**src/rtl/ucdp_pkg.sv**
```systemverilog
package ucdp_pkg;

  // descriptor types
  localparam logic [7:0] DESC_CONFIG    = 8'h02;
  localparam logic [7:0] DESC_INTERFACE = 8'h04;
  localparam logic [7:0] DESC_ENDPOINT  = 8'h05;

  // interface class codes
  localparam logic [7:0] CLASS_STORAGE   = 8'h08;
  localparam logic [7:0] SUBCLASS_SCSI   = 8'h06;
  localparam logic [7:0] PROTO_BULK_ONLY = 8'h50;
  localparam logic [7:0] CLASS_HUB       = 8'h09;

  // endpoint transfer types and direction bit
  localparam logic [1:0] XFER_BULK = 2'b10;
  localparam logic [1:0] XFER_INT  = 2'b11;
  localparam int unsigned EP_DIR_BIT = 7;

  // minimum descriptor lengths
  localparam logic [7:0] MIN_DESC_LEN   = 8'd2;
  localparam logic [7:0] MIN_CONFIG_LEN = 8'd9;
  localparam logic [7:0] MIN_ITF_LEN    = 8'd9;
  localparam logic [7:0] MIN_EP_LEN     = 8'd7;

  localparam int unsigned NUM_FIELDS = 6;
  localparam int unsigned OUT_BITS   = 99;
  localparam int unsigned OUT_BYTES  = (OUT_BITS + 7) / 8;
  localparam int unsigned OUT_PAD    = OUT_BYTES * 8 - OUT_BITS;

  typedef struct packed {
    logic [7:0] data;
    logic       last;
  } in_item_t;

  typedef struct packed {
    logic        ok;
    logic        is_msc;
    logic        is_hub;
    logic [7:0]  cfg_value;
    logic [7:0]  msc_interface;
    logic [7:0]  bulk_in_address;
    logic [15:0] bulk_in_max_packet;
    logic [7:0]  bulk_out_address;
    logic [15:0] bulk_out_max_packet;
    logic [7:0]  hub_int_address;
    logic [15:0] hub_int_max_packet;
    logic [7:0]  hub_poll_interval;
  } result_t;

endpackage

```
**src/rtl/ucdp_in_stage.sv**
```systemverilog
module ucdp_in_stage
  import ucdp_pkg::*;
(
  input  logic       clk_i,
  input  logic       rst_ni,
  input  logic       s_valid_i,
  output logic       s_ready_o,
  input  logic [7:0] s_data_i,
  input  logic       s_last_i,
  input  logic       advance_i,
  output logic       item_valid_o,
  output in_item_t   item_o
);

  logic     valid_q, valid_d;
  in_item_t item_q;

  // holding register frees up in the same cycle its byte moves on
  assign s_ready_o = !valid_q || advance_i;
  assign valid_d   = (s_valid_i && s_ready_o) || (valid_q && !advance_i);

  always_ff @(posedge clk_i or negedge rst_ni) begin
    if (!rst_ni) begin
      valid_q <= 1'b0;
    end else begin
      valid_q <= valid_d;
    end
  end

  always_ff @(posedge clk_i) begin
    if (s_valid_i && s_ready_o) begin
      item_q.data <= s_data_i;
      item_q.last <= s_last_i;
    end
  end

  assign item_valid_o = valid_q;
  assign item_o       = item_q;

endmodule

```
**src/rtl/ucdp_parser.sv**
```systemverilog
module ucdp_parser
  import ucdp_pkg::*;
(
  input  logic     clk_i,
  input  logic     rst_ni,
  input  logic     en_i,
  input  in_item_t item_i,
  output result_t  result_o
);

  logic [7:0]  idx_q, idx_d;
  logic [7:0]  len_q, len_d;
  logic [7:0]  type_q, type_d;
  logic [7:0]  field_q [NUM_FIELDS];
  logic [7:0]  field_d [NUM_FIELDS];
  logic        first_q, first_d;
  logic        failed_q, failed_d;
  logic        in_msc_q, in_msc_d;
  logic        in_hub_q, in_hub_d;
  logic        found_msc_q, found_msc_d;
  logic        found_hub_q, found_hub_d;
  logic [7:0]  config_q, config_d;
  logic [7:0]  msc_itf_q, msc_itf_d;
  logic [7:0]  bin_addr_q, bin_addr_d;
  logic [15:0] bin_mps_q, bin_mps_d;
  logic [7:0]  bout_addr_q, bout_addr_d;
  logic [15:0] bout_mps_q, bout_mps_d;
  logic [7:0]  hub_addr_q, hub_addr_d;
  logic [15:0] hub_mps_q, hub_mps_d;
  logic [7:0]  hub_ival_q, hub_ival_d;

  logic [7:0]  d;
  logic        fail_now;
  logic        done;
  logic        msc_match;
  logic        hub_match;
  logic [15:0] ep_mps;

  always_comb begin
    d        = item_i.data;
    idx_d    = idx_q;
    len_d    = len_q;
    type_d   = type_q;
    field_d  = field_q;
    first_d  = first_q;
    failed_d = failed_q;
    in_msc_d = in_msc_q;
    in_hub_d = in_hub_q;
    found_msc_d = found_msc_q;
    found_hub_d = found_hub_q;
    config_d    = config_q;
    msc_itf_d   = msc_itf_q;
    bin_addr_d  = bin_addr_q;
    bin_mps_d   = bin_mps_q;
    bout_addr_d = bout_addr_q;
    bout_mps_d  = bout_mps_q;
    hub_addr_d  = hub_addr_q;
    hub_mps_d   = hub_mps_q;
    hub_ival_d  = hub_ival_q;
    fail_now  = 1'b0;
    done      = 1'b0;
    msc_match = 1'b0;
    hub_match = 1'b0;
    ep_mps    = 16'd0;

    if (!failed_q) begin
      if (idx_q == 8'd0) begin
        len_d    = d;
        fail_now = (d < MIN_DESC_LEN) || (first_q && (d < MIN_CONFIG_LEN));
      end else if (idx_q == 8'd1) begin
        type_d   = d;
        fail_now = first_q && (d != DESC_CONFIG);
      end

      if (fail_now) begin
        failed_d = 1'b1;
      end else begin
        for (int k = 0; k < NUM_FIELDS; k++) begin
          if (idx_q == 8'(k + 2)) begin
            field_d[k] = d;
          end
        end
        if (first_q && (idx_q == 8'd5)) begin
          config_d = d;
        end

        done = ({1'b0, idx_q} + 9'd1) == {1'b0, len_d};
        if (done) begin
          idx_d   = 8'd0;
          first_d = 1'b0;
          // descriptor complete: act on its type
          if (type_d == DESC_INTERFACE) begin
            if (len_d < MIN_ITF_LEN) begin
              failed_d = 1'b1;
            end else if (field_d[1] != 8'd0) begin
              in_msc_d = 1'b0;
              in_hub_d = 1'b0;
            end else begin
              msc_match = (field_d[3] == CLASS_STORAGE) && (field_d[4] == SUBCLASS_SCSI)
                          && (field_d[5] == PROTO_BULK_ONLY) && !found_msc_q;
              hub_match = (field_d[3] == CLASS_HUB) && !found_hub_q;
              in_msc_d  = msc_match;
              in_hub_d  = hub_match;
              if (msc_match) begin
                found_msc_d = 1'b1;
                msc_itf_d   = field_d[0];
              end
              if (hub_match) begin
                found_hub_d = 1'b1;
              end
            end
          end else if (type_d == DESC_ENDPOINT) begin
            if (len_d < MIN_EP_LEN) begin
              failed_d = 1'b1;
            end else begin
              ep_mps = {field_d[3], field_d[2]};
              if (in_msc_q && (field_d[1][1:0] == XFER_BULK)) begin
                if (field_d[0][EP_DIR_BIT]) begin
                  bin_addr_d = field_d[0];
                  bin_mps_d  = ep_mps;
                end else begin
                  bout_addr_d = field_d[0];
                  bout_mps_d  = ep_mps;
                end
              end
              if (in_hub_q && (field_d[1][1:0] == XFER_INT) && field_d[0][EP_DIR_BIT]) begin
                hub_addr_d = field_d[0];
                hub_mps_d  = ep_mps;
                hub_ival_d = field_d[4];
              end
            end
          end
        end else if (item_i.last) begin
          failed_d = 1'b1;
        end else begin
          idx_d = idx_q + 8'd1;
        end
      end
    end
  end

  // result built from the state as it stands after this byte
  always_comb begin
    result_o.ok = !failed_d && (found_msc_d || found_hub_d)
                  && !(found_msc_d && ((bin_addr_d == 8'd0) || (bout_addr_d == 8'd0)))
                  && !(found_hub_d && (hub_addr_d == 8'd0));
    result_o.is_msc              = found_msc_d;
    result_o.is_hub              = found_hub_d;
    result_o.cfg_value           = config_d;
    result_o.msc_interface       = msc_itf_d;
    result_o.bulk_in_address     = bin_addr_d;
    result_o.bulk_in_max_packet  = bin_mps_d;
    result_o.bulk_out_address    = bout_addr_d;
    result_o.bulk_out_max_packet = bout_mps_d;
    result_o.hub_int_address     = hub_addr_d;
    result_o.hub_int_max_packet  = hub_mps_d;
    result_o.hub_poll_interval   = hub_ival_d;
  end

  always_ff @(posedge clk_i or negedge rst_ni) begin
    if (!rst_ni) begin
      idx_q       <= 8'd0;
      len_q       <= 8'd0;
      type_q      <= 8'd0;
      field_q     <= '{default: 8'd0};
      first_q     <= 1'b1;
      failed_q    <= 1'b0;
      in_msc_q    <= 1'b0;
      in_hub_q    <= 1'b0;
      found_msc_q <= 1'b0;
      found_hub_q <= 1'b0;
      config_q    <= 8'd0;
      msc_itf_q   <= 8'd0;
      bin_addr_q  <= 8'd0;
      bin_mps_q   <= 16'd0;
      bout_addr_q <= 8'd0;
      bout_mps_q  <= 16'd0;
      hub_addr_q  <= 8'd0;
      hub_mps_q   <= 16'd0;
      hub_ival_q  <= 8'd0;
    end else if (en_i) begin
      if (item_i.last) begin
        // end of the set: start afresh
        idx_q       <= 8'd0;
        len_q       <= 8'd0;
        type_q      <= 8'd0;
        field_q     <= '{default: 8'd0};
        first_q     <= 1'b1;
        failed_q    <= 1'b0;
        in_msc_q    <= 1'b0;
        in_hub_q    <= 1'b0;
        found_msc_q <= 1'b0;
        found_hub_q <= 1'b0;
        config_q    <= 8'd0;
        msc_itf_q   <= 8'd0;
        bin_addr_q  <= 8'd0;
        bin_mps_q   <= 16'd0;
        bout_addr_q <= 8'd0;
        bout_mps_q  <= 16'd0;
        hub_addr_q  <= 8'd0;
        hub_mps_q   <= 16'd0;
        hub_ival_q  <= 8'd0;
      end else begin
        idx_q       <= idx_d;
        len_q       <= len_d;
        type_q      <= type_d;
        field_q     <= field_d;
        first_q     <= first_d;
        failed_q    <= failed_d;
        in_msc_q    <= in_msc_d;
        in_hub_q    <= in_hub_d;
        found_msc_q <= found_msc_d;
        found_hub_q <= found_hub_d;
        config_q    <= config_d;
        msc_itf_q   <= msc_itf_d;
        bin_addr_q  <= bin_addr_d;
        bin_mps_q   <= bin_mps_d;
        bout_addr_q <= bout_addr_d;
        bout_mps_q  <= bout_mps_d;
        hub_addr_q  <= hub_addr_d;
        hub_mps_q   <= hub_mps_d;
        hub_ival_q  <= hub_ival_d;
      end
    end
  end

  // failure only clears at the end of a set
  assert property (@(posedge clk_i) disable iff (!rst_ni)
    (failed_q && !(en_i && item_i.last)) |=> failed_q)
    else $error("failure flag dropped inside a descriptor set");

  // byte position stays inside the current descriptor
  assert property (@(posedge clk_i) disable iff (!rst_ni)
    (!failed_q && (idx_q != 8'd0)) |-> (idx_q < len_q))
    else $error("byte index ran past descriptor length");

  // functions are only found once the header is done
  assert property (@(posedge clk_i) disable iff (!rst_ni)
    (found_msc_q || found_hub_q || in_msc_q || in_hub_q) |-> !first_q)
    else $error("interface recorded before configuration header completed");

endmodule

```
**src/rtl/usb_config_descriptor_parser.sv**
```systemverilog
// Parses a USB configuration descriptor set arriving one byte per transaction on the slave
// stream (tlast marks the final byte) and sends one result transaction per set on the master
// stream. Bytes are taken at one per clock cycle, with no gaps between sets; each byte passes
// through an input holding register and one parse step that updates the parser state. The
// result of a set is registered in the output register when its last byte leaves the holding
// register, and the input keeps flowing while a result waits, unless a second result is due
// before the first is taken. The parser resets itself after every last byte.
module usb_config_descriptor_parser
  import ucdp_pkg::*;
(
  input  logic                   clk_i,
  input  logic                   rst_ni,
  input  logic                   s_axis_tvalid_i,
  output logic                   s_axis_tready_o,
  input  logic [7:0]             s_axis_tdata_i,   // data_byte
  input  logic                   s_axis_tlast_i,
  output logic                   m_axis_tvalid_o,
  input  logic                   m_axis_tready_i,
  // ok, is_msc, is_hub, cfg_value, msc_interface, bulk_in_address, bulk_in_max_packet,
  // bulk_out_address, bulk_out_max_packet, hub_int_address, hub_int_max_packet,
  // hub_poll_interval, zero fill
  output logic [OUT_BYTES*8-1:0] m_axis_tdata_o
);

  logic     item_valid;
  in_item_t item;
  logic     advance;
  result_t  result;
  result_t  res_q;
  logic     out_valid_q, out_valid_d;

  // a last byte may only move on when the result register is free
  assign advance = item_valid && (!item.last || !out_valid_q || m_axis_tready_i);

  ucdp_in_stage u_in_stage (
    .clk_i        (clk_i),
    .rst_ni       (rst_ni),
    .s_valid_i    (s_axis_tvalid_i),
    .s_ready_o    (s_axis_tready_o),
    .s_data_i     (s_axis_tdata_i),
    .s_last_i     (s_axis_tlast_i),
    .advance_i    (advance),
    .item_valid_o (item_valid),
    .item_o       (item)
  );

  ucdp_parser u_parser (
    .clk_i    (clk_i),
    .rst_ni   (rst_ni),
    .en_i     (advance),
    .item_i   (item),
    .result_o (result)
  );

  assign out_valid_d = (out_valid_q && !m_axis_tready_i) || (advance && item.last);

  always_ff @(posedge clk_i or negedge rst_ni) begin
    if (!rst_ni) begin
      out_valid_q <= 1'b0;
    end else begin
      out_valid_q <= out_valid_d;
    end
  end

  always_ff @(posedge clk_i) begin
    if (advance && item.last) begin
      res_q <= result;
    end
  end

  assign m_axis_tvalid_o = out_valid_q;
  assign m_axis_tdata_o  = {{OUT_PAD{1'b0}},
                            res_q.hub_poll_interval,
                            res_q.hub_int_max_packet,
                            res_q.hub_int_address,
                            res_q.bulk_out_max_packet,
                            res_q.bulk_out_address,
                            res_q.bulk_in_max_packet,
                            res_q.bulk_in_address,
                            res_q.msc_interface,
                            res_q.cfg_value,
                            res_q.is_hub,
                            res_q.is_msc,
                            res_q.ok};

  // a waiting result is never overwritten
  assert property (@(posedge clk_i) disable iff (!rst_ni)
    (out_valid_q && !m_axis_tready_i) |-> !(advance && item.last))
    else $error("pending result overwritten");

  // nothing is processed unless a byte is held
  assert property (@(posedge clk_i) disable iff (!rst_ni)
    advance |-> item_valid)
    else $error("parse step without a held byte");

  // a stalled result stays put
  assert property (@(posedge clk_i) disable iff (!rst_ni)
    (out_valid_q && !m_axis_tready_i) |=> (out_valid_q && $stable(m_axis_tdata_o)))
    else $error("result changed while stalled");

endmodule

```
**config.mk**
```make
export PLATFORM = sky130hd
export DESIGN_NAME = usb_config_descriptor_parser
export DESIGN_NICKNAME = d
export VERILOG_FILES = /design/src/rtl/ucdp_pkg.sv /design/src/rtl/ucdp_in_stage.sv /design/src/rtl/ucdp_parser.sv /design/src/rtl/usb_config_descriptor_parser.sv
export SDC_FILE = /design/constraint.sdc
export NUM_CORES = 1
export LEC_CHECK = 0
export BUFFER_PORTS_ARGS = -buffer_cell sky130_fd_sc_hd__clkbuf_2
export CORE_UTILIZATION = 64
export CTS_BUF_LIST = sky130_fd_sc_hd__clkbuf_16
export CTS_CLUSTER_DIAMETER = 100
export CTS_CLUSTER_SIZE = 16
export DETAILED_ROUTE_END_ITERATION = 7
export MAX_ROUTING_LAYER = met4
export PLACE_DENSITY = 0.9
export SLEW_MARGIN = 20
export SYNTH_ARGS = -nofsm -noshare
export SYNTH_HDL_FRONTEND = slang
export SYNTH_SLANG_ARGS = --single-unit
```
**constraint.sdc**
```tcl
create_clock -name clk_i -period 7.3 [get_ports clk_i]
set_input_delay 0 -clock clk_i [delete_from_list [all_inputs] [get_ports clk_i]]
set_output_delay 0 -clock clk_i [all_outputs]
set_load 0.03 [all_outputs]
```
**Yosys cells after proc, flatten, opt, wreduce, memory -nomap -nowiden**

Index checks and enable logic that the tools add are counted.

- Flip-flop bits (word level): 284
- Bits in writable memories: 0
- ROM bits: 0
- Output and inout port bits: 106
- Logic and storage cells: 265
- Latch bits: 0
- Input port bits: 13
- Memories: 0

- Shifts and indexed selects: 0
- Order comparisons: 4
- $add $sub $neg: 2
- Reduce and logical (&&, ||, !) cells: 49
- Div/mod/pow operators: 0
- Equal/unequal tests: 20
- Multipliers: 0
- Bitwise logic cells: 0
- Mux-type cells: 150

Operators by type and width:

| kind | number |
|---|---|
| $mux 8 | 75 |
| $mux 16 | 26 |
| $mux 48 | 3 |
| $eq 8x3->1 const B | 7 |
| $mux 1 | 46 |
| $logic_not 8->1 | 4 |
| $logic_and 1x1->1 | 20 |
| $eq 8x2->1 const B | 2 |
| $eq 8x4->1 const B | 2 |
| $lt 8x4->1 const B | 2 |
| $logic_not 1->1 | 10 |
| $add 8x1->9 const B | 1 |
| $eq 9x8->1 | 1 |
| $add 8x1->8 const B | 1 |
| $eq 8x1->1 const B | 1 |
| $eq 8x7->1 const B | 1 |
| $logic_or 1x1->1 | 8 |
| $lt 8x2->1 const B | 1 |
| $lt 8x3->1 const B | 1 |
| $ne 8x2->1 const B | 1 |
| $reduce_bool 8->1 | 1 |
| $ne 2x2->1 const B | 3 |
| $reduce_and 6->1 | 1 |
| $eq 2x2->1 const B | 2 |
| 4 further kinds | 5 |

**Longest topological paths before layout**

- Depth in word-level cells: 22
- Mapped depth: 14
- Depth with buffers taken out: 10

**By module**

From an unflattened synthesis, not the netlist that was laid out.

- Cells, all modules: 1044
- Area, all modules: 12653.4 um^2

By module, submodules not included:

| module | area an instance (um^2) | cells an instance | instances | seq. area each (um^2) |
|---|---|---|---|---|
| ucdp_parser | 9251.4 | 920 | 1 | 4355.4 |
| usb_config_descriptor_parser | 3078.0 | 111 | 1 | 2997.9 |
| ucdp_in_stage | 324.1 | 13 | 1 | 295.3 |

**Least setup slack after synthesis**

Ideal clock, no wire load.

- Kind: register to register
- From: register out_valid_q (netlist: m_axis_tvalid_o)
- To: register res_q, in the netlist m_axis_tdata_o[0] (enable)
- Data required time: 6.848 ns
- Path buffers: 1
- Path slack: 3.672 ns
- Setup time: 0.452 ns
- Arrival time: 3.176 ns
- Clock period less this slack: 3.628 ns
- Stages on the path, launching flop included: 6
- Cell sequence: dfrtp_1 -> nand3b_1 -> and2_1 -> clkbuf_1 -> nand2_1 -> inv_1

- Cells in the longest elaborated chain, start to end: 5

Ends and longest elaborated chain:

| element | line | RTL |
|---|---|---|
| start, declared | usb_config_descriptor_parser.sv:30 | `logic out_valid_q, out_valid_d;` |
| start signal, assigned | usb_config_descriptor_parser.sv:61 | `out_valid_q <= out_valid_d;` |
| $logic_not 1->1 | usb_config_descriptor_parser.sv:33 | `assign advance = item_valid && (!item.last \|\| !out_valid_q \|\| m_axis_tready_i);` |
| $logic_or 1x1->1 (2 in a row) | usb_config_descriptor_parser.sv:33 |  |
| $logic_and 1x1->1 | usb_config_descriptor_parser.sv:33 |  |
| $logic_and 1x1->1 | usb_config_descriptor_parser.sv:66 | `if (advance && item.last) begin` |
| end signal, assigned | usb_config_descriptor_parser.sv:67 | `res_q <= result;` |
| end, declared | usb_config_descriptor_parser.sv:29 | `result_t res_q;` |

No other way between the ends.
A chain may end at the register's enable or synchronous reset.

**Worst setup path in the final report**

- From: register u_in_stage.item_q, in the netlist u_in_stage.item_o[6]
- To: register u_parser.hub_addr_q[6]

- Cells in the longest elaborated chain, start to end: 10

Ends and longest elaborated chain:

| element | line | RTL |
|---|---|---|
| start, declared | ucdp_in_stage.sv:16 | `in_item_t item_q;` |
| $mux 8, on equally long branches | ucdp_parser.sv:67, ucdp_parser.sv:70 |  |
| $mux 8, on equally long branches | ucdp_parser.sv:66, ucdp_parser.sv:67 |  |
| $lt 8x3->1 / $mux 8 (equally long branches) | ucdp_parser.sv:113, ucdp_parser.sv:66 |  |
| $mux 8 / $eq 8x3->1 (equally long branches) | ucdp_parser.sv:113, ucdp_parser.sv:112 |  |
| $mux 8 | ucdp_parser.sv:112 | `end else if (type_d == DESC_ENDPOINT) begin` |
| $mux 8 | ucdp_parser.sv:92 | `if (type_d == DESC_INTERFACE) begin` |
| $mux 8 | ucdp_parser.sv:88 | `if (done) begin` |
| $mux 8 (*) | ucdp_parser.sv:75 | `if (fail_now) begin` |
| $mux 8 (*) | ucdp_parser.sv:66 | `if (!failed_q) begin` |
| $mux 8 (*) | ucdp_parser.sv:182 | `if (item_i.last) begin` |
| end signal, assigned | ucdp_parser.sv:220 | `hub_addr_q <= hub_addr_d;` |
| end, declared | ucdp_parser.sv:28 | `logic [7:0] hub_addr_q, hub_addr_d;` |

Mark *: on every way between the ends. The rest lies on a longest branch, timed or not. The select of a mux whose other input is x is not followed.

==> results by group <==
Clocking
  – Clk slew on worst S/H paths: 0.07 ns
  – Clock Latency Late Sink: 0.52 ns
  – Post_cts resized: 0
  – CTS Buf Count: 21
  – H-Tree Depth: 1
  – CTS tree: built
  – CTS sink cnt: 284
  – Clock Tree Root: clkbuf_16
  – Max clock buf depth: 3

Die
  – Initial core utilization: 0.652
  – IO Count: 119
  – Die X: 145 um
  – Placeable Area: 0.0202 mm2
  – Core Rows: 52
  – Chip Height: 145 um
  – Die area: 0.0211 mm2

Place
  – PortBufs: 113
  – Placed cell count: 1508
  – GP Congestion: 0.951
  – DP HPWL: 19.1 mm

Layout
  – Diode count: 0
  – Non-filler cells, final: 1558
  – Fillers: 1364
  – Share of post-route cells with drive strength above 1: 0.151
  – Most frequent cells in the layout: dfrtp_1, nand2_1, nor2_1, clkbuf_2, edfxtp_1
  – Layout area overhead: 10.6%
  – Nets: 1290
  – Most common library cell in the layout ignoring fill and taps: dfrtp_1

Routing
  – Post-Route WL: 30.6 mm
  – DR vias/cell: 6.25
  – Wire per inst: 19.7 um
  – First drt pass iteration count: 6
  – Antenna Nets Post-Route: 0
  – Starting DRC count in detailed routing: 858
  – Vias after detailed routing: 9736
  – DR DRC count: 0

Global routing
  – Vias in the first global route: 9624
  – First-pass GRT wire length: 50.4 mm
  – GRT Util Overall: 0.308
  – Total grt overflow: 0
  – Largest net degree at the start of global routing: 110
  – Initial antenna violation count: 0

Power
  – PwrDens: 246 mW/mm2
  – Peak VDD IR: 157 uV
  – Logic pwr share: 0.184
  – Switching Fraction: 0.299
  – Internal: 0.00251 W
  – Switching pwr: 0.00107 W
  – Final Power: 0.00358 W
  – Clock share of power: 0.306
  – Leakage: 6.23 nW
  – Register share of total power: 0.510

Timing
  – Minimum clock period: 4.64 ns
  – Final hold slack: 0.142 ns
  – Clk_skew: 0.0157 ns
  – Setup violators final: 0
  – Least-Margin Pin Slew: 1.07 ns
  – Hold Vio Cnt, Final: 0
  – Final period util: 0.636
  – Slew margin rel.: 0.286
  – Final-report max-slew violation count: 0
  – Setup_tns: 0 ns
  – Fmax: 0.215 GHz
  – RSZ-0062 raised after global routing: no

Status
  – Status: completed

Yosys
  – Netlist cell types: 68
  – Syn Area/Cell: 11.1 um2
  – Number of enable flip-flop cells after synthesis: 108
  – Syn Inst Count: 1187
  – Post-synth ARST share: 0.620
  – Synthesis-stage register bit count: 284
  – Synth Flop Type: dfrtp_1
  – Seq/Total Area, Yosys: 0.582
  – Ys Warns: 0
  – Mapped cell area: 0.0131 mm2

Worst setup path
  – Required @ worst endpoint: 7.70 ns
  – CP max FO: 91
  – Critical path startpoint category: flip-flop
  – Crit path DAT: 5.05 ns
  – CP endpoint kind: flip-flop
  – CP Class: reg -> reg

Hold path
  – Worst min path class: in -> async

Job
  – Max Cap Violations: 0
==> state kept, by name, indices dropped and copies added, names as in the netlist, 8 cells and up <==
signal                flops
u_parser.msc_itf_q        8
u_parser.field_q         48
u_in_stage.item_o         9
u_parser.len_q            8
u_parser.type_q           8
u_parser.hub_mps_q       16
m_axis_tdata_o           99
u_parser.bout_mps_q      16
u_parser.config_q         8
u_parser.bout_addr_q      8
u_parser.idx_q            8
u_parser.hub_ival_q       8
u_parser.bin_addr_q       8
u_parser.hub_addr_q       8
u_parser.bin_mps_q       16
==> what timing repair did <==
action                                  CTS  global route
setup buffers                             0             0
endpoints found under the setup margin    0             0
hold buffers                             12             0
hold endpoints to repair                119             0
==> path summary, 6_finish.rpt <==
check | from | endpoint | slack (ns) | cells past startpoint
min in group clk_i | s_axis_tdata_i[0] | u_in_stage.item_o[1] | 0.20 | 2
max | u_in_stage.item_o[6] | u_parser.hub_addr_q[6] | 2.66 | 9
max in group asynchronous | rst_ni | u_parser.bin_addr_q[3] | 5.81 | 3
max reg2reg | u_in_stage.item_o[6] | u_parser.hub_addr_q[6] | 2.66 | 9
min | rst_ni | u_parser.config_q[3] | 0.14 | 2
min reg2reg | u_parser.field_q[44] | u_parser.field_q[44] | 0.48 | 2
==> layer usage <==
metal | global-route usage | share of wire | vias to the layer above
met5 | - | 0 | -
li1 | - | - | 4481
met2 | 0.487 | 0.48 | 431
met4 | 0.122 | 0.034 | 0
met3 | 0.0396 | 0.071 | 87
met1 | 0.409 | 0.41 | 4737
==> critical path: stages (launching register included) <==
cell	delay [ns]
edfxtp_1	0.71
nor3_1	0.68
nand4_1	0.14
and3_1	0.25
nor3_2	0.62
nand3_1	0.42
nor4_2	0.31
buf_4	0.80
o21ai_2	0.26
a22o_1	0.31
==> synthesized netlist by cell type, drive strengths merged (2+ instances only) <==
master,instances,area (um2)
dfrtp,175,4380
nand2,131,492
nor2,123,474
edfxtp,108,3240
o21ai,92,464
mux2i,79,791
a22o,56,490
a21oi,53,265
clkbuf,42,158
buf,35,228
inv,25,93.8
o21a,25,188
and2,23,144
nand3,23,120
mux2,20,225
nor4,19,146
o31ai,19,143
nor3,17,95.1
nand4,13,87.6
o2bb2ai,12,105
and3,11,68.8
o22ai,10,62.6
nor2b,7,43.8
nand2b,5,31.3
a21boi,4,30.0
and4,4,35.0
ha,4,50.1
nand3b,4,42.5
nand4b,4,35.0
o211a,4,40.0
or4,4,33.8
a211oi,3,22.5
or2,3,18.8
or3,3,18.8
a2111oi,2,42.5
a21o,2,15.0
a31o,2,17.5
and4b,2,20.0
nor3b,2,20.0
nor4b,2,17.5
nor4bb,2,20.0
o211ai,2,15.0
or4b,2,20.0
xor2,2,17.5
==> cell type report <==
cell class | instances | area, um2 | share of cell area
sequential | 284 | 7650 | 0.526
multi-input combinational | 805 | 5060 | 0.348
timing repair buffer | 136 | 777 | 0.0534
clock buffer | 21 | 526 | 0.0361
tap | 270 | 338 | 0.0232
inverter | 25 | 96.3 | 0.00663
clock inverter | 17 | 95.1 | 0.00654
==> power by group through the flow <==
stage,Clock [W],Sequential [W],Combinational (W)
floorplan,0,0.00187,0.000434
global placement,0,0.00185,0.000625
detailed placement,0,0.00185,0.000643
CTS,0.00111,0.00182,0.000651
global route,0.00117,0.00183,0.000720
finish,0.00110,0.00183,0.000660
==> stage by stage <==
stage	worst slack [ns]	utilization	cell area, um2
floorplan	3.67	-	13200
global placement	2.60	0.684	13800
detailed placement	2.37	0.684	13800
CTS	2.35	0.721	14500
global route	2.29	0.721	14500
finish	2.66	0.721	14500
==> kinds of logic (layout without fill, tap and decap cells) <==
kind of cell             Yosys count  count (layout)  share of synthesized area
AND/OR/NAND/NOR                  405             405                      0.152
XOR/XNOR                           3               3                    0.00200
other                              1               5                   0.000285
multiplexers                      99              99                     0.0773
AO/OA/AOI/OAI                    289             289                      0.146
flip-flops                       284             284                      0.582
adder cells (fa/ha/maj)            4               4                    0.00381
buffers and inverters            102             199                     0.0365
No activity file was read; power rests on OpenSTA's default activity.
